===== src/hw/rtl/cbi_pkg.sv =====
// Package for the convolutional byte interleaver: sizes, types, source codes
// and the branch address helpers. No dependencies.
package cbi_pkg;

    localparam int BRANCHES    = 12;
    localparam int UNIT_DELAY  = 17;
    localparam int STORE_DEPTH = UNIT_DELAY * BRANCHES * (BRANCHES - 1) / 2;

    localparam int BR_W   = $clog2(BRANCHES);
    localparam int PTR_W  = $clog2(UNIT_DELAY * (BRANCHES - 1) + 1);
    localparam int ADDR_W = (STORE_DEPTH > 1) ? $clog2(STORE_DEPTH) : 1;
    localparam int TRI_W  = 2 * BR_W;
    localparam int SRC_W  = 2;

    typedef logic [7:0]        t_byte;
    typedef logic [BR_W-1:0]   t_branch;
    typedef logic [PTR_W-1:0]  t_ptr;
    typedef logic [ADDR_W-1:0] t_addr;
    typedef logic [SRC_W-1:0]  t_src;

    localparam t_src SRC_BYTE = 2'd0;
    localparam t_src SRC_ZERO = 2'd1;
    localparam t_src SRC_MEM  = 2'd2;

    typedef struct packed {
        t_addr addr;
        t_byte data;
        logic  wr;
        t_src  src;
    } t_cmd;

    function automatic t_addr f_base(input t_branch j);
        logic [TRI_W-1:0] jj;
        logic [TRI_W-1:0] tri_num;
        jj      = TRI_W'(j);
        tri_num = (jj * (jj - TRI_W'(1))) >> 1;
        return ADDR_W'(ADDR_W'(UNIT_DELAY) * ADDR_W'(tri_num));
    endfunction

    function automatic t_ptr f_last(input t_branch j);
        t_ptr len;
        len = PTR_W'(PTR_W'(UNIT_DELAY) * PTR_W'(j));
        return len - PTR_W'(1);
    endfunction

endpackage


===== src/hw/rtl/cbi_in_if.sv =====
// Input byte channel of the interleaver: valid, ready and data_byte.
// Depends on cbi_pkg.
interface cbi_in_if;
    logic           valid;
    logic           ready;
    cbi_pkg::t_byte data_byte;

    modport source (output valid, output data_byte, input ready);
    modport sink (input valid, input data_byte, output ready);
endinterface


===== src/hw/rtl/cbi_front.sv =====
// Front end: accepts input bytes, tracks branch counter, branch pointers and
// fill flags, and emits one store command per byte. Depends on cbi_pkg, cbi_in_if.
module cbi_front (
    input  logic          i_clk,
    input  logic          i_rst_n,
    cbi_in_if.sink        i_in,
    input  logic          i_q_ready,
    output logic          o_push,
    output cbi_pkg::t_cmd o_cmd
);
    import cbi_pkg::*;

    t_branch             r_branch;
    t_branch             n_branch;
    t_ptr                r_ptr [BRANCHES];
    logic [BRANCHES-1:0] r_filled;
    t_ptr                cur_ptr;
    t_ptr                n_ptr;
    logic                wrap;
    logic                delayed;

    assign i_in.ready = i_q_ready;
    assign o_push     = i_in.valid && i_q_ready;

    always_comb begin
        cur_ptr = r_ptr[r_branch];
        delayed = (r_branch != '0);
        wrap    = (cur_ptr == f_last(r_branch));
        n_ptr   = wrap ? '0 : cur_ptr + PTR_W'(1);
        n_branch = (r_branch == BR_W'(BRANCHES - 1)) ? '0 : r_branch + BR_W'(1);

        o_cmd.addr = f_base(r_branch) + ADDR_W'(cur_ptr);
        o_cmd.data = i_in.data_byte;
        o_cmd.wr   = delayed;
        if (!delayed) begin
            o_cmd.src = SRC_BYTE;
        end else if (r_filled[r_branch]) begin
            o_cmd.src = SRC_MEM;
        end else begin
            o_cmd.src = SRC_ZERO;
        end
    end

    always_ff @(posedge i_clk) begin
        if (!i_rst_n) begin
            r_branch <= '0;
            r_filled <= '0;
            for (int k = 0; k < BRANCHES; k++) begin
                r_ptr[k] <= '0;
            end
        end else if (o_push) begin
            r_branch <= n_branch;
            if (delayed) begin
                r_ptr[r_branch] <= n_ptr;
                if (wrap) begin
                    r_filled[r_branch] <= 1'b1;
                end
            end
        end
    end

endmodule


===== src/flat_wrapper.sv =====
// flat-port wrapper written by rule: the top's interface ports become plain ports
module cbi_front_flat import cbi_pkg::*;
  (i_clk, i_rst_n, i_q_ready, o_push, o_cmd, i_in_valid, i_in_data_byte, i_in_ready);
  cbi_in_if i_in_i ();
  input  logic i_clk;
  input  logic i_rst_n;
  input  logic i_q_ready;
  output logic o_push;
  output cbi_pkg::t_cmd o_cmd;
  input wire logic [$bits(i_in_i.valid)-1:0] i_in_valid;
  input wire logic [$bits(i_in_i.data_byte)-1:0] i_in_data_byte;
  output wire logic [$bits(i_in_i.ready)-1:0] i_in_ready;
  assign i_in_i.valid = i_in_valid;
  assign i_in_i.data_byte = i_in_data_byte;
  assign i_in_ready = i_in_i.ready;
  cbi_front u_core (.i_clk(i_clk), .i_rst_n(i_rst_n), .i_in(i_in_i), .i_q_ready(i_q_ready), .o_push(o_push), .o_cmd(o_cmd));
endmodule

===== config.mk =====
export PLATFORM = sky130hd
export DESIGN_NAME = cbi_front_flat
export DESIGN_NICKNAME = d
export VERILOG_FILES = /design/src/hw/rtl/cbi_pkg.sv /design/src/hw/rtl/cbi_in_if.sv /design/src/hw/rtl/cbi_front.sv /design/src/flat_wrapper.sv
export SDC_FILE = /design/constraint.sdc
export NUM_CORES = 1
export LEC_CHECK = 0
export BUFFER_PORTS_ARGS = -buffer_cell sky130_fd_sc_hd__buf_2
export CAP_MARGIN = 20
export CORE_MARGIN = 5
export CORE_UTILIZATION = 56
export CTS_CLUSTER_SIZE = 25
export DETAILED_ROUTE_END_ITERATION = 7
export PLACE_DENSITY = 0.84
export SETUP_SLACK_MARGIN = 0.2
export SLEW_MARGIN = 20
export SYNTH_ARGS = -nofsm -noshare
export SYNTH_HDL_FRONTEND = slang
export SYNTH_SLANG_ARGS = --single-unit
export TNS_END_PERCENT = 5

===== constraint.sdc =====
create_clock -name i_clk -period 6.2 [get_ports i_clk]
set_clock_uncertainty 0.15 [all_clocks]
set_input_delay 0.31 -clock i_clk [delete_from_list [all_inputs] [get_ports i_clk]]
set_output_delay 0.31 -clock i_clk [all_outputs]
set_load 0.005 [all_outputs]

==> metrics.md <==
| Metric | Value |
|---|---|
| Routability cong. | roughly 0.9 |
| IO Count | 36 |
| Mean area per synthesized cell | roughly 13 um2 |
| Count leader, synth | edfxtp_1 |
| HP Class | in -> reg |
| Reg2reg path depth | 8 |
| WL per Instance | approximately 22 um |
| Fin Setup TNS | 0 ns |
| Clock power share | 0.425 |
| Top cell type's share of synthesized area | 0.473 |
| Vias post-DR | roughly 5.2k |
| Number of synthesized flops with an enable pin | 128 |
| Status | finished, final reports clean |
| CTS sink cnt | about 150 |
| Yosys warns | 0 |
| P&R area growth vs syn | 12.7% |
| Via/cell ratio | between 6 and 7 |
| Hold path depth | 4 |
| Post-CTS Hold Fix Bufs | 0 |
| Setup ws final | about 0.12 ns |
| Reg-to-Reg End | u_core.r_ptr[13][1] |
| Commonest cells in the synthesized netlist | 128 x edfxtp_1, 98 x nor2_1, 54 x ha_1 |
| Ys async rst share | 0 |
| CP Launch Type | flip-flop |
| Slew @ Worst Pin | between 0.7 and 0.8 ns |
| Rel. slew slack | 0.475 |
| Fin. max-slew vios | 0 |
| Worst Path Required | around 5.7 ns |
| GRT Total Usage | 0.233 |
| Minimum clock period | 6.08 ns |
| IO Port Bufs | 19 |
| Clock tree root buffer cell | clkbuf_16 |
| Final routed DRC violation total | 0 |
| Starting Density | 0.566 |
| Total gr overflow | 0 |
| Fill count | 962 |
| Netlist cell types | between 50 and 60 |
| Highest Clock Rate | ~0.16 GHz |
| Min-delay src | i_in_valid |
| Htree depth | 4 |
| WP data arrival | around 5.6 ns |
| First-pass GRT wire length | just under 30 mm |
| Power Density | 281 nW/um2 |
| Post-route non-filler standard cell count | around 850 |
| Cell count after synthesis | ~630 |
| P_int | ~0.0019 W |
| Synth Register Bits | 148 |
| Clock Latency Late Sink | 0.43 ns |
| Proportion of layout cells with a drive suffix above 1 | 0.190 |
| Sw Ratio | 0.254 |
| DR iter-0 viols | around 560 |
| Cell Area, Synth | 8130 um2 |
| Dominant cells by area after synthesis | edfxtp_1 47%, ha_1 8.3%, mux4_1 7.8% |
| # rows | 44 |
| Largest net degree at the start of global routing | 26 |
| Initial antenna violation count | 0 |
| Detailed Route WL | between 15 and 20 mm |
| Final worst path period share | 0.980 |
| CP Class | reg -> out |
| CTS Buf Count | 17 |
| Worst-path clk slew | 0.06 ns |
| Final setup viols | 0 |
| P_sw | approximately 0.00065 W |
| CP Max Fanout | 6 |
| DP Wirelength | approximately 13 mm |
| Pleak | around 3.7 nW |
| RSZ-0062 raised after global routing | yes |
| ANT nets after route | 0 |
| Core area | approximately 14000 um2 |
| CTS tree | done |
| Crit end category | output port |
| Register area share after synthesis | 0.522 |
| Post-place setup slack | between 0.03 and 0.04 ns |
| Comb power frac | 0.139 |
| Die height | roughly 130 um |
| Maximum vdd drop | ~0.19 mV |
| Hold endpoint | u_core.r_branch[1] |
| Flop-to-flop setup slack | 1.61 ns |
| Die extent in x | 130 um |
| Die ar. | 17000 um2 |
| CTS Buffer Depth | 2 |
| Final core utilization | 0.638 |
| Post-synth top area cell | edfxtp_1 |
| Nets | about 730 |
| Router iterations before antenna repair | 7 |
| Fin. Hold Viols | 0 |
| Inst Count DP | slightly above 800 |
| Ys flop type | edfxtp_1 |
| # diodes | 0 |
| Vias in the first global route | about 5.3k |
| Max Cap Viol | 0 |
| Sequential share of power | 0.435 |
how the worst max path moves through the flow:
stage | startpoint | end | slack, ns | depth (start not counted)
6_report | u_core.r_branch[1] | o_cmd[21] | 0.12 | 25
5_1_grt | u_core.r_branch[0] | o_cmd[21] | -0.14 | 24
4_1_cts | u_core.r_branch[1] | o_cmd[21] | 0.09 | 25
3_5_place_dp | u_core.r_branch[0] | o_cmd[21] | 0.03 | 24
3_3_place_gp | u_core.r_branch[1] | o_cmd[21] | 0.22 | 25
2_1_floorplan | u_core.r_branch[0] | o_cmd[21] | 0.24 | 23
per-layer routing:
layer  global-route usage  wire (um)
met1                0.288       6950
met2                0.407      10000
met3               0.0638       1580
met4               0.0593        419
met5                    0          0
placed cells by master (no fill, tap or decap), types with 9 or more instances in the layout:
| master | netlist | layout |
|---|---|---|
| nand2_1 | 43 | 41 |
| dfxtp_1 | 20 | 16 |
| a21oi_1 | 18 | 13 |
| and3_1 | 9 | 9 |
| ha_1 | 54 | 45 |
| mux4_2 | 11 | 11 |
| edfxtp_1 | 128 | 128 |
| nand3_1 | 23 | 23 |
| nor2_1 | 98 | 98 |
| mux4_1 | 24 | 24 |
| clkbuf_16 | 0 | 17 |
| buf_4 | 17 | 20 |
| inv_1 | 45 | 42 |
| xnor2_1 | 23 | 22 |
| fa_1 | 11 | 10 |
| buf_2 | 3 | 19 |
| o31ai_1 | 11 | 11 |
power groups by stage:
stage | sequential, W | combinational (W) | clock [W]
floorplan | 0.00114 | 0.000243 | 0
global placement | 0.00114 | 0.000308 | 0
detailed placement | 0.00114 | 0.000318 | 0
CTS | 0.00112 | 0.000341 | 0.00109
global route | 0.00112 | 0.000389 | 0.00114
finish | 0.00112 | 0.000359 | 0.00110
stage by stage:
stage	area [um2]	power [W]	hold WS [ns]
after CTS	9050	0.00256	0.132
final	9160	0.00258	0.138
after global placement	8310	0.00145	0.282
after detailed placement	8310	0.00146	0.293
after global routing	9160	0.00265	0.160
after floorplan	8170	0.00138	0.270
kinds of logic after synthesis:
logic type,synth area share
xor+xnor,0.0342
buf+inv,0.0556
mux,0.112
fa+ha+maj,0.110
compound gates,0.0586
flops,0.522
other cells,0.000461
simple gates,0.107
critical path: stages (launching register included):
cell,delay (ns)
dfxtp_2,0.35
inv_4,0.06
ha_4,0.16
nand2_2,0.07
nand2_2,0.07
ha_4,0.21
nand2b_4,0.14
fa_1,0.50
inv_2,0.05
fa_1,0.55
ha_4,0.22
a21o_1,0.17
a21oi_2,0.13
xnor2_1,0.10
xnor2_1,0.23
ha_1,0.31
ha_4,0.23
fa_1,0.55
ha_4,0.23
a21oi_4,0.12
o21bai_1,0.09
a21oi_2,0.16
o21bai_1,0.07
a21oi_1,0.17
xnor2_1,0.13
buf_2,0.13
area by class of cell:
cell class / instances / area, um2 / share of cell area
Timing Repair Buffer: 40 / 256 / 0.0280
Clock buffer: 17 / 425 / 0.0464
Inverter: 46 / 176 / 0.0193
Multi-Input combinational cell: 402 / 3620 / 0.395
Clock inverter: 15 / 203 / 0.0221
Tap cell: 184 / 230 / 0.0251
Sequential cell: 148 / 4250 / 0.464
repair_timing:
item	4_1_cts	5_1_grt
setup endpoints to repair	5	5
pin swaps	14	15
buffers inserted	5	3
gates resized for setup	15	15
registers in the layout (all words and copies together), names as in the netlist, named ones only:
register	count
u_core.r_branch	4
u_core.r_filled	12
u_core.r_ptr	128
Note: power is estimated with default switching activity, not from simulation.
