$ cat config.mk
export PLATFORM = sky130hd
export DESIGN_NAME = cbi_queue
export DESIGN_NICKNAME = d
export VERILOG_FILES = /design/src/hw/rtl/cbi_pkg.sv /design/src/hw/rtl/cbi_queue.sv
export SDC_FILE = /design/constraint.sdc
export NUM_CORES = 1
export LEC_CHECK = 0
export BUFFER_PORTS_ARGS = -buffer_cell sky130_fd_sc_hd__buf_2
export CAP_MARGIN = 20
export CORE_ASPECT_RATIO = 1.4
export CORE_MARGIN = 2
export CORE_UTILIZATION = 50
export DETAILED_ROUTE_END_ITERATION = 16
export PLACE_DENSITY = 0.78
export RECOVER_POWER = 50
export SYNTH_ARGS = -nofsm -noshare
export SYNTH_HDL_FRONTEND = slang
export SYNTH_SLANG_ARGS = --single-unit
$ cat constraint.sdc
create_clock -name i_clk -period 3.95 [get_ports i_clk]
set_clock_uncertainty 0.2 [all_clocks]
set_input_delay 0.395 -clock i_clk [delete_from_list [all_inputs] [get_ports i_clk]]
set_output_delay 0.395 -clock i_clk [all_outputs]
set_load 0.005 [all_outputs]
$ cat src/hw/rtl/cbi_pkg.sv
// Package for the convolutional byte interleaver: sizes, types, source codes
// and the branch address helpers. No dependencies.
package cbi_pkg;

    localparam int BRANCHES    = 12;
    localparam int UNIT_DELAY  = 17;
    localparam int STORE_DEPTH = UNIT_DELAY * BRANCHES * (BRANCHES - 1) / 2;

    localparam int BR_W   = $clog2(BRANCHES);
    localparam int PTR_W  = $clog2(UNIT_DELAY * (BRANCHES - 1) + 1);
    localparam int ADDR_W = (STORE_DEPTH > 1) ? $clog2(STORE_DEPTH) : 1;
    localparam int TRI_W  = 2 * BR_W;
    localparam int SRC_W  = 2;

    typedef logic [7:0]        t_byte;
    typedef logic [BR_W-1:0]   t_branch;
    typedef logic [PTR_W-1:0]  t_ptr;
    typedef logic [ADDR_W-1:0] t_addr;
    typedef logic [SRC_W-1:0]  t_src;

    localparam t_src SRC_BYTE = 2'd0;
    localparam t_src SRC_ZERO = 2'd1;
    localparam t_src SRC_MEM  = 2'd2;

    typedef struct packed {
        t_addr addr;
        t_byte data;
        logic  wr;
        t_src  src;
    } t_cmd;

    function automatic t_addr f_base(input t_branch j);
        logic [TRI_W-1:0] jj;
        logic [TRI_W-1:0] tri_num;
        jj      = TRI_W'(j);
        tri_num = (jj * (jj - TRI_W'(1))) >> 1;
        return ADDR_W'(ADDR_W'(UNIT_DELAY) * ADDR_W'(tri_num));
    endfunction

    function automatic t_ptr f_last(input t_branch j);
        t_ptr len;
        len = PTR_W'(PTR_W'(UNIT_DELAY) * PTR_W'(j));
        return len - PTR_W'(1);
    endfunction

endpackage

$ cat src/hw/rtl/cbi_queue.sv
// Two-entry command queue between front and back end.
// Depends on cbi_pkg.
module cbi_queue (
    input  logic          i_clk,
    input  logic          i_rst_n,
    input  logic          i_push,
    input  cbi_pkg::t_cmd i_cmd,
    output logic          o_ready,
    input  logic          i_pop,
    output logic          o_valid,
    output cbi_pkg::t_cmd o_cmd
);
    import cbi_pkg::*;

    t_cmd       r_slot [2];
    logic       r_wr_ptr;
    logic       r_rd_ptr;
    logic [1:0] r_count;
    logic [1:0] n_count;

    assign o_ready = (r_count != 2'd2);
    assign o_valid = (r_count != 2'd0);
    assign o_cmd   = r_slot[r_rd_ptr];

    always_comb begin
        n_count = r_count;
        if (i_push && !i_pop) begin
            n_count = r_count + 2'd1;
        end else if (i_pop && !i_push) begin
            n_count = r_count - 2'd1;
        end
    end

    always_ff @(posedge i_clk) begin
        if (!i_rst_n) begin
            r_wr_ptr <= 1'b0;
            r_rd_ptr <= 1'b0;
            r_count  <= 2'd0;
        end else begin
            r_count <= n_count;
            if (i_push) begin
                r_wr_ptr <= ~r_wr_ptr;
            end
            if (i_pop) begin
                r_rd_ptr <= ~r_rd_ptr;
            end
        end
    end

    always_ff @(posedge i_clk) begin
        if (i_push) begin
            r_slot[r_wr_ptr] <= i_cmd;
        end
    end

endmodule

==> results.py, run 1 <==
metrics = {
    "min_path": {
        "worstHoldStart": "i_cmd[4]",
        "worst_hold_path.num_cells": 1,
        "whs_endpoint": "r_slot[0][4]",
        "hold_path_class": "in -> reg",
    },
    "cts": {
        "cts-resized-gates": 0,
        "clk_path_buf_depth": 2,
        "numCtsBuffers": 5,
        "root_buffer": "clkbuf_8",
        "clk_transition_reported_paths_ns": 0.08,
        "ctsHtreeMaxLevel": 2,
        "cts_sinks": 49,
        "post-cts-setup-buffers": 0,
        "insertion_delay_of_the_later_clocked_pin_in_the_worst_skew_pair_ns": 0.29,
        "tritoncts": "yes",
        "cts_hold_buf": 0,
    },
    "placed_design": {
        "routability_congestion_estimate": 0.6108,
        "port_buffers": 49,
        "detailed_place_hpwl_um": 1985,
    },
    "drt": {
        "firstDrtPassIters": 3,
        "via_count": 933,
        "post_drt_via_cell_ratio": 5.016,
        "initialDrtViolationCount": 35,
        "route.final.wire_length_um": 2857,
        "detail-route-antenna-nets": 0,
        "drc_errors": 0,
        "detail_route.wl_per_cell_um": 15.36,
    },
    "worst_setup_path": {
        "crit_path_max_fanout": 22,
        "crit_buf_inv": 1,
        "worst_setup_path_start_kind": "flip-flop",
        "r2r_start": "r_wr_ptr",
        "critPathMaxStageDelay_ns": 0.98,
        "worstSetupPathDepth": 2,
        "setup.worst_path.end_class": "output port",
        "slowest_cell_on_the_critical_path": "dfxtp_1",
        "critPathArrivalTime_ns": 1.81,
        "worst_r2r_endpoint": "r_slot[0][1]",
        "cpLargestDelayFamily": "flip-flops",
        "r2r_slack_ns": 1.90,
        "timing.reg2reg.worst_path_depth": 2,
        "setup.worst_path.class": "reg -> out",
        "cp_cell_sequence": "mux2_2, buf_2",
        "worstPathRequired_ns": 3.36,
    },
    "power_and_ir_drop": {
        "total_power_mw": 0.9761,
        "leakagePower_nw": 0.7933,
        "vdd_drop_max_mv": 0.3034,
        "power.density_cell_area_mw_per_mm2": 453.6,
    },
    "timing": {
        "final.hold.worst_slack_ns": 0.08285,
        "final_period_minus_worst_setup_slack_ns": 2.407,
        "period_share": 0.6093,
        "worst_slew_pin_slew_ns": 1.064,
        "final_max_slew_viol_count": 0,
        "worst_slew_margin_rel": 0.2909,
        "fmax_mhz": 415.5,
        "final_hold_viol_count": 0,
        "setup_viol": 0,
        "final.setup.tns_ns": 0,
        "rsz0062_at_grt": "false",
    },
    "synthesis": {
        "synth_cell_type_count": 17,
        "combinational_family_with_the_most_area_after_synthesis": "multiplexers",
        "post_synth_mux_area_share": 0.1378,
        "avgSynthCellArea_um2": 19.98,
        "synth-seq-cells": 49,
        "postSynthNetCount": 117,
        "synthAdderAreaFrac": 0.006959,
        "ys.warnings.count": 0,
        "synth_sequential_area_ratio": 0.7905,
        "netlist_area_mm2": 0.001798,
        "syn-instance-count": 90,
        "synthesized_area_fraction_occupied_by_ao_oa_aoi_and_oai_cells": 0.01113,
        "yosys.area_share.xor_xnor": 0.01461,
        "synth_simple_gate_area_share": 0.03132,
    },
    "die": {
        "rows": 25,
        "starting_density_of_the_core": 0.5273,
        "die_w_um": 54.68,
        "ios": 50,
        "core_area_mm2": 0.003410,
        "die_h_um": 74.95,
        "die_outline_area_mm2": 0.004098,
    },
    "finish": {
        "syn_to_final_growth_pct": 19.69,
        "final-seq-area_mm2": 0.001421,
        "final_common_cell": "edfxtp_1",
        "finalNetCount": 172,
        "final_layout_size_suffix_gt1_frac": 0.3014,
        "multi_input_area_um2": 362.8,
        "antenna_cells": 0,
        "fillCellCount": 281,
        "mostFrequentLayoutCells": "edfxtp_1, buf_2, mux2_1",
    },
    "global_routing": {
        "grt_remaining_overflow": 0,
        "grt_first_pass_wirelength_um": 4250,
        "pin_count_of_the_biggest_net_entering_global_routing": 24,
        "number_of_global_route_vias_before_repair": 950,
        "number_of_antenna_violations_at_the_first_check_in_global_routing": 0,
        "grt_util_all_layers": 0.1574,
    },
    "run_status": {
        "outcome": "completed",
    },
    "job": {
        "drv.max_cap_violation_count": 0,
    },
}
[flip-flops by register name, indices dropped and copies added, names as in the netlist, named ones only]
name,flops
r_slot,44
r_count,2
r_rd_ptr,1
r_wr_ptr,1
[power by group]
group	internal, mW	switching [mW]	total (mW)
sequential	0.597	0.0174	0.614
combinational	0.0510	0.0418	0.0929
clock	0.126	0.143	0.269
total	0.773	0.203	0.976
[logic make-up after synthesis]
family,count (synthesis)
and+or+nand+nor,9
AOI/OAI and AO/OA,3
muxes,22
buffers and inverters,3
adders and majority gates,1
xor gates and xnor gates,3
DFF,49
[metrics by stage]
stage / util / area (um2) / setup slack (ns) / cells
after floorplan: - / 1798 / 1.899 / 90
after global placement: 0.6117 / 2086 / 1.858 / 177
after detailed placement: 0.6117 / 2086 / 1.802 / 177
after CTS: 0.6352 / 2166 / 1.467 / 185
after global routing: 0.6312 / 2152 / 1.397 / 186
final: 0.6312 / 2152 / 1.543 / 186
[layout make-up]
| class | count | share of cell area |
|---|---|---|
| inverters | 1 | 0.001744 |
| flip-flops and latches | 49 | 0.6605 |
| clock buffers | 8 | 0.03721 |
| multi-input cells | 38 | 0.1686 |
| well taps | 40 | 0.02326 |
| repair buffers | 50 | 0.1087 |
[cells in the mapped netlist, drive strengths merged]
cell type / instances / share of area
or2: 1 / 0.0035
nand2b: 1 / 0.0035
o21ai: 1 / 0.0028
ha: 1 / 0.0070
and2: 4 / 0.014
edfxtp: 44 / 0.73
inv: 1 / 0.0021
or3: 1 / 0.0035
a21boi: 1 / 0.0042
nor2b: 2 / 0.0070
xor2: 2 / 0.0097
xnor2: 1 / 0.0049
buf: 2 / 0.0056
dfxtp: 5 / 0.056
mux2: 22 / 0.14
o21a: 1 / 0.0042
[worst register-to-register path, cell delays in order, from the launching register on]
cell	delay (ns)
dfxtp_1	0.33
nor2b_1	0.30
clkbuf_1	0.84
[per-layer routing]
layer,vias to the layer above,part of all wire,track usage
met4,0,0.022,0.09167
met1,454,0.37,0.1662
li1,449,-,-
met5,-,0,0
met3,5,0.045,0.03770
met2,25,0.56,0.2751
[worst max path at each step]
stage                    from           end  slack (ns)
finish              flip-flop     o_cmd[15]        1.54
floorplan              i_push  r_slot[0][0]        1.90
global route        flip-flop     o_cmd[15]        1.40
global placement    flip-flop     o_cmd[15]        1.86
detailed placement  flip-flop     o_cmd[15]        1.80
CTS                 flip-flop     o_cmd[15]        1.47
No activity file was read; power rests on OpenSTA's default activity.
==> inputs of run 2 (changes only) <==
--- a/config.mk
+++ b/config.mk
@@ -9,9 +9,9 @@
 export CAP_MARGIN = 20
 export CORE_ASPECT_RATIO = 1.4
 export CORE_MARGIN = 2
-export CORE_UTILIZATION = 50
+export CORE_UTILIZATION = 46
 export DETAILED_ROUTE_END_ITERATION = 16
-export PLACE_DENSITY = 0.78
+export PLACE_DENSITY = 0.75
 export RECOVER_POWER = 50
 export SYNTH_ARGS = -nofsm -noshare
 export SYNTH_HDL_FRONTEND = slang
==> constraint.sdc (replaced) <==
create_clock -name i_clk -period 2.2 [get_ports i_clk]
set_clock_uncertainty 0.2 [all_clocks]
set_input_delay 0.22 -clock i_clk [delete_from_list [all_inputs] [get_ports i_clk]]
set_output_delay 0.22 -clock i_clk [all_outputs]
set_load 0.005 [all_outputs]
==> results.py, run 2 (synthesis gave the netlist of run 1 again) <==
metrics = {
    "drt": {
        "initialDrtViolationCount": 6,
        "drc_errors": 0,
        "detail-route-antenna-nets": 0,
        "detail_route.wl_per_cell_um": 13.94,
        "route.final.wire_length_um": 2983,
        "firstDrtPassIters": 3,
        "via_count": 1017,
        "post_drt_via_cell_ratio": 4.752,
    },
    "placed_design": {
        "place_ws_ns": 0.5969,
        "port_buffers": 49,
        "routability_congestion_estimate": 0.6293,
        "detailed_place_hpwl_um": 2095,
    },
    "die": {
        "rows": 26,
        "die_w_um": 56.84,
        "ios": 50,
        "core_area_mm2": 0.003709,
        "die_outline_area_mm2": 0.004432,
        "starting_density_of_the_core": 0.4848,
        "die_h_um": 77.98,
    },
    "timing": {
        "setup_viol": 0,
        "fmax_mhz": 525.5,
        "final.setup.tns_ns": 0,
        "period_share": 0.8650,
        "worst_slew_margin_rel": 0.5195,
        "final_period_minus_worst_setup_slack_ns": 1.903,
        "worst_slew_pin_slew_ns": 0.7208,
        "final_max_slew_viol_count": 0,
        "rsz0062_at_grt": "false",
        "final.hold.worst_slack_ns": 0.07690,
        "setup_ws_ns": 0.2970,
        "final_hold_viol_count": 0,
    },
    "cts": {
        "cts-resized-gates": 0,
        "cts_sinks": 49,
        "ctsHtreeMaxLevel": 2,
        "tritoncts": "yes",
        "post-cts-setup-buffers": 0,
        "cts_hold_buf": 23,
        "clk_path_buf_depth": 2,
        "numCtsBuffers": 5,
        "insertion_delay_of_the_later_clocked_pin_in_the_worst_skew_pair_ns": 0.28,
        "clk_transition_reported_paths_ns": 0.08,
        "root_buffer": "clkbuf_8",
    },
    "finish": {
        "finalNetCount": 198,
        "reg_top3": "r_slot x44, r_count x2",
        "final_common_cell": "edfxtp_1",
        "syn_to_final_growth_pct": 34.52,
        "fillCellCount": 289,
        "final-seq-area_mm2": 0.001421,
        "multi_input_area_um2": 365.4,
        "largest_register_ffs": 44,
        "mostFrequentLayoutCells": "edfxtp_1, buf_2, dlygate4sd3_1",
        "antenna_cells": 0,
        "largest-register": "r_slot",
        "final_layout_size_suffix_gt1_frac": 0.2616,
    },
    "global_routing": {
        "grt_util_all_layers": 0.1463,
        "number_of_global_route_vias_before_repair": 1092,
        "number_of_antenna_violations_at_the_first_check_in_global_routing": 0,
        "pin_count_of_the_biggest_net_entering_global_routing": 18,
        "grt_remaining_overflow": 0,
        "grt_first_pass_wirelength_um": 4878,
    },
    "worst_setup_path": {
        "worst_setup_path_start_kind": "flip-flop",
        "critPathMaxStageDelay_ns": 0.50,
        "setup.worst_path.end_class": "output port",
        "slowest_cell_on_the_critical_path": "dfxtp_1",
        "critPathArrivalTime_ns": 1.48,
        "setup.worst_path.class": "reg -> out",
        "r2r_slack_ns": 0.63,
        "crit_path_max_fanout": 17,
        "cp_cell_sequence": "buf_12, mux2_1, buf_2",
        "worstPathRequired_ns": 1.78,
    },
    "min_path": {
        "hold_path_class": "in -> reg",
    },
    "power_and_ir_drop": {
        "vdd_drop_max_mv": 0.6168,
        "leakagePower_nw": 0.8977,
        "total_power_mw": 1.796,
        "power.density_cell_area_mw_per_mm2": 742.6,
    },
    "run_status": {
        "outcome": "completed",
    },
    "job": {
        "drv.max_cap_violation_count": 0,
    },
}
run 2: report_power, final:
part / total [mW] / internal (mW) / switching (mW) / leakage (nW)
Clock: 0.484 / 0.219 / 0.264 / 0.0439
Sequential: 1.09 / 1.07 / 0.0203 / 0.455
Combinational: 0.222 / 0.126 / 0.0959 / 0.399
Total: 1.80 / 1.42 / 0.381 / 0.898
run 2: layout make-up:
type | instances | area share
clock buffers | 5 | 0.02845
inverters | 1 | 0.001552
flip-flops and latches | 49 | 0.5877
clock inverters | 3 | 0.007243
well taps | 42 | 0.02173
multi-input cells | 38 | 0.1511
repair buffers | 76 | 0.2023
run 2: final timing paths:
check	start	to	cells after the start
worst max-delay path	flip-flop	o_cmd[0]	3
worst min-delay path	i_pop	r_rd_ptr	3
worst max register to register	r_wr_ptr	r_slot[0][0]	2
worst min register to register	r_count[1]	r_count[1]	2
run 2: through the flow:
step	cell area, um2	std cells	util
global route	2419	214	0.6522
floorplan	1798	90	-
CTS	2447	214	0.6599
finish	2419	214	0.6522
global placement	2131	183	0.5746
detailed placement	2131	183	0.5746
run 2: routing by layer:
layer / vias up / track usage / share of wire
met5: - / 0 / 0
met4: 0 / 0.04884 / 0.0077
met3: 2 / 0.04500 / 0.040
met2: 24 / 0.2593 / 0.56
met1: 491 / 0.1653 / 0.39
li1: 500 / - / -
run 2: critical path: cells and delay by family, from the launching register on:
family	cells	cell delay (ns)
buffers and inverters	2	0.34
flip-flops	1	0.50
multiplexers	1	0.34
==> inputs of run 3 (changes only) <==
--- a/config.mk
+++ b/config.mk
@@ -11,6 +11,7 @@
 export CORE_MARGIN = 2
 export CORE_UTILIZATION = 46
 export DETAILED_ROUTE_END_ITERATION = 16
+export HOLD_SLACK_MARGIN = 0.1
 export PLACE_DENSITY = 0.75
 export RECOVER_POWER = 50
 export SYNTH_ARGS = -nofsm -noshare
==> constraint.sdc (replaced) <==
create_clock -name i_clk -period 1.6 [get_ports i_clk]
set_clock_uncertainty 0.2 [all_clocks]
set_input_delay 0.16 -clock i_clk [delete_from_list [all_inputs] [get_ports i_clk]]
set_output_delay 0.16 -clock i_clk [all_outputs]
set_load 0.005 [all_outputs]
==> results.py, run 3 (synthesis gave the netlist of run 1 again) <==
metrics = {
    "run_status": {
        "outcome": "finished, violations left",
        "failed_checks": "setup timing",
    },
    "global_routing": {
        "met3_usage": 0.04833,
        "groute.layer.met2.usage": 0.3209,
        "pin_count_of_the_biggest_net_entering_global_routing": 15,
        "grt_util_all_layers": 0.1697,
        "grt_remaining_overflow": 0,
        "number_of_antenna_violations_at_the_first_check_in_global_routing": 0,
        "global_route.usage.met1": 0.1752,
        "grt_most_used_layer": "met2",
        "grt_first_pass_wirelength_um": 5602,
        "number_of_global_route_vias_before_repair": 1225,
    },
    "finish": {
        "reg_top3": "r_slot x44, r_count x2",
        "final_layout_size_suffix_gt1_frac": 0.3876,
        "fillCellCount": 248,
        "postLayoutCellArea_mm2": 0.002731,
        "final_common_cell": "edfxtp_1",
        "finalNetCount": 204,
        "antenna_cells": 0,
        "largest_register_ffs": 44,
        "largest-register": "r_slot",
        "syn_to_final_growth_pct": 51.91,
        "mostFrequentLayoutCells": "edfxtp_1, dlygate4sd3_1, mux2_4, buf_6, clkbuf_1",
    },
    "worst_setup_path": {
        "critPathArrivalTime_ns": 1.29,
        "worstPathRequired_ns": 1.24,
        "setup.worst_path.class": "reg -> out",
        "cp_cell_sequence": "buf_8, mux2_4, buf_6",
        "worst_setup_path_start_kind": "flip-flop",
        "critPathMaxStageDelay_ns": 0.42,
        "slowest_cell_on_the_critical_path": "dfxtp_4",
        "crit_path_max_fanout": 6,
        "worst_r2r_endpoint": "r_slot[0][10]",
        "setup.worst_path.end_class": "output port",
        "r2r_slack_ns": 0.10,
        "r2r_start": "r_wr_ptr",
        "cpLargestDelayFamily": "flip-flops",
        "timing.reg2reg.worst_path_depth": 2,
        "crit_buf_inv": 2,
    },
    "min_path": {
        "whs_endpoint": "r_slot[0][3]",
        "worst_hold_path.num_cells": 2,
        "hold_path_class": "in -> reg",
        "worstHoldStart": "i_push",
    },
    "power_and_ir_drop": {
        "vdd_drop_max_mv": 0.8260,
        "power.density_cell_area_mw_per_mm2": 985.1,
        "leakagePower_nw": 1.071,
    },
    "drt": {
        "route.final.wire_length_um": 3550,
        "via_count": 1074,
        "detail_route.wl_per_cell_um": 16.14,
        "drc_errors": 0,
        "post_drt_via_cell_ratio": 4.882,
        "firstDrtPassIters": 4,
        "detail-route-antenna-nets": 0,
        "initialDrtViolationCount": 31,
    },
    "timing": {
        "final.hold.worst_slack_ns": 0.1926,
        "setup_viol": 22,
        "fmax_mhz": 604.9,
        "worst_slew_margin_rel": 0.6738,
        "setup_ws_ns": -0.05330,
        "final_period_minus_worst_setup_slack_ns": 1.653,
        "period_share": 1.033,
        "rsz0062_at_grt": "true",
        "worst_slew_pin_slew_ns": 0.4884,
        "final_hold_viol_count": 0,
        "final_max_slew_viol_count": 0,
    },
    "cts": {
        "tritoncts": "yes",
        "insertion_delay_of_the_later_clocked_pin_in_the_worst_skew_pair_ns": 0.29,
        "clk_transition_reported_paths_ns": 0.08,
        "cts_sinks": 49,
        "numCtsBuffers": 5,
        "ctsHtreeMaxLevel": 2,
        "root_buffer": "clkbuf_8",
        "clk_path_buf_depth": 2,
    },
    "die": {
        "die_outline_area_mm2": 0.004432,
        "ios": 50,
        "rows": 26,
        "die_w_um": 56.84,
        "core_area_mm2": 0.003709,
        "die_h_um": 77.98,
        "starting_density_of_the_core": 0.4848,
    },
    "placed_design": {
        "port_buffers": 49,
        "detailed_place_hpwl_um": 2223,
        "routability_congestion_estimate": 0.6601,
        "dpl-instance-area_mm2": 0.002133,
    },
    "job": {
        "drv.max_cap_violation_count": 0,
    },
}
run 3: cell count changes in the layout (fill, tap and decap cells not counted), sizes merged:
cell and delta:
buf +5, dlygate4sd3 +2, clkbuf +2, clkinvlp -1, clkinv -2
run 3: through the flow:
stage / setup slack (ns) / std cells / setup TNS (ns) / util / total power [mW]
floorplan: 0.07357 / 90 / 0 / - / 1.656
global placement: 0.2546 / 185 / 0 / 0.5752 / 1.784
detailed placement: 0.2021 / 185 / 0 / 0.5752 / 1.802
CTS: -0.05431 / 220 / -0.9557 / 0.7429 / 2.720
global route: -0.08637 / 220 / -1.621 / 0.7365 / 2.794
finish: -0.05330 / 220 / -0.8106 / 0.7365 / 2.691
run 3: layer usage:
metal | part of all wire | vias up
li1 | - | 515
met1 | 0.37 | 520
met2 | 0.58 | 37
met3 | 0.052 | 2
met4 | 0.0048 | 0
met5 | 0 | -
run 3: report_power, final:
group	switching [mW]	internal, mW	leakage [nW]
clock network	0.350	0.352	0.0455
registers	0.0336	1.47	0.455
logic	0.166	0.316	0.571
run 3: worst max path at each step:
stage | from | to | slack (ns) | cells past startpoint
floorplan | r_wr_ptr | r_slot[0][0] | 0.07 | 1
global placement | flip-flop | o_cmd[5] | 0.25 | 3
detailed placement | i_push | r_count[1] | 0.20 | 4
CTS | flip-flop | o_cmd[12] | -0.05 | 3
global route | flip-flop | o_cmd[3] | -0.09 | 3
finish | flip-flop | o_cmd[2] | -0.05 | 3
run 3: worst register-to-register path, cell delays in order (launching register included):
cell	delay [ns]
dfxtp_1	0.32
nor2b_1	0.40
buf_4	0.29
run 3: cell type report:
| class | count | area (um2) | area share |
|---|---|---|---|
| Clock buffer | 8 | 90.09 | 0.03298 |
| Multi-Input combinational cell | 38 | 445.4 | 0.1631 |
| Inverter | 1 | 3.754 | 0.001374 |
| Tap cell | 42 | 52.55 | 0.01924 |
| Sequential cell | 49 | 1425 | 0.5218 |
| Timing Repair Buffer | 82 | 714.4 | 0.2616 |
run 3: timing repair:
action / 4_1_cts / 5_1_grt
resized for setup: 54 / 0
endpoints found under the hold margin: 49 / 0
hold buffers: 25 / 0
cloned: 2 / 0
setup buffers: 0 / 0
pin swaps: 0 / 0
setup endpoints to repair: 22 / 22
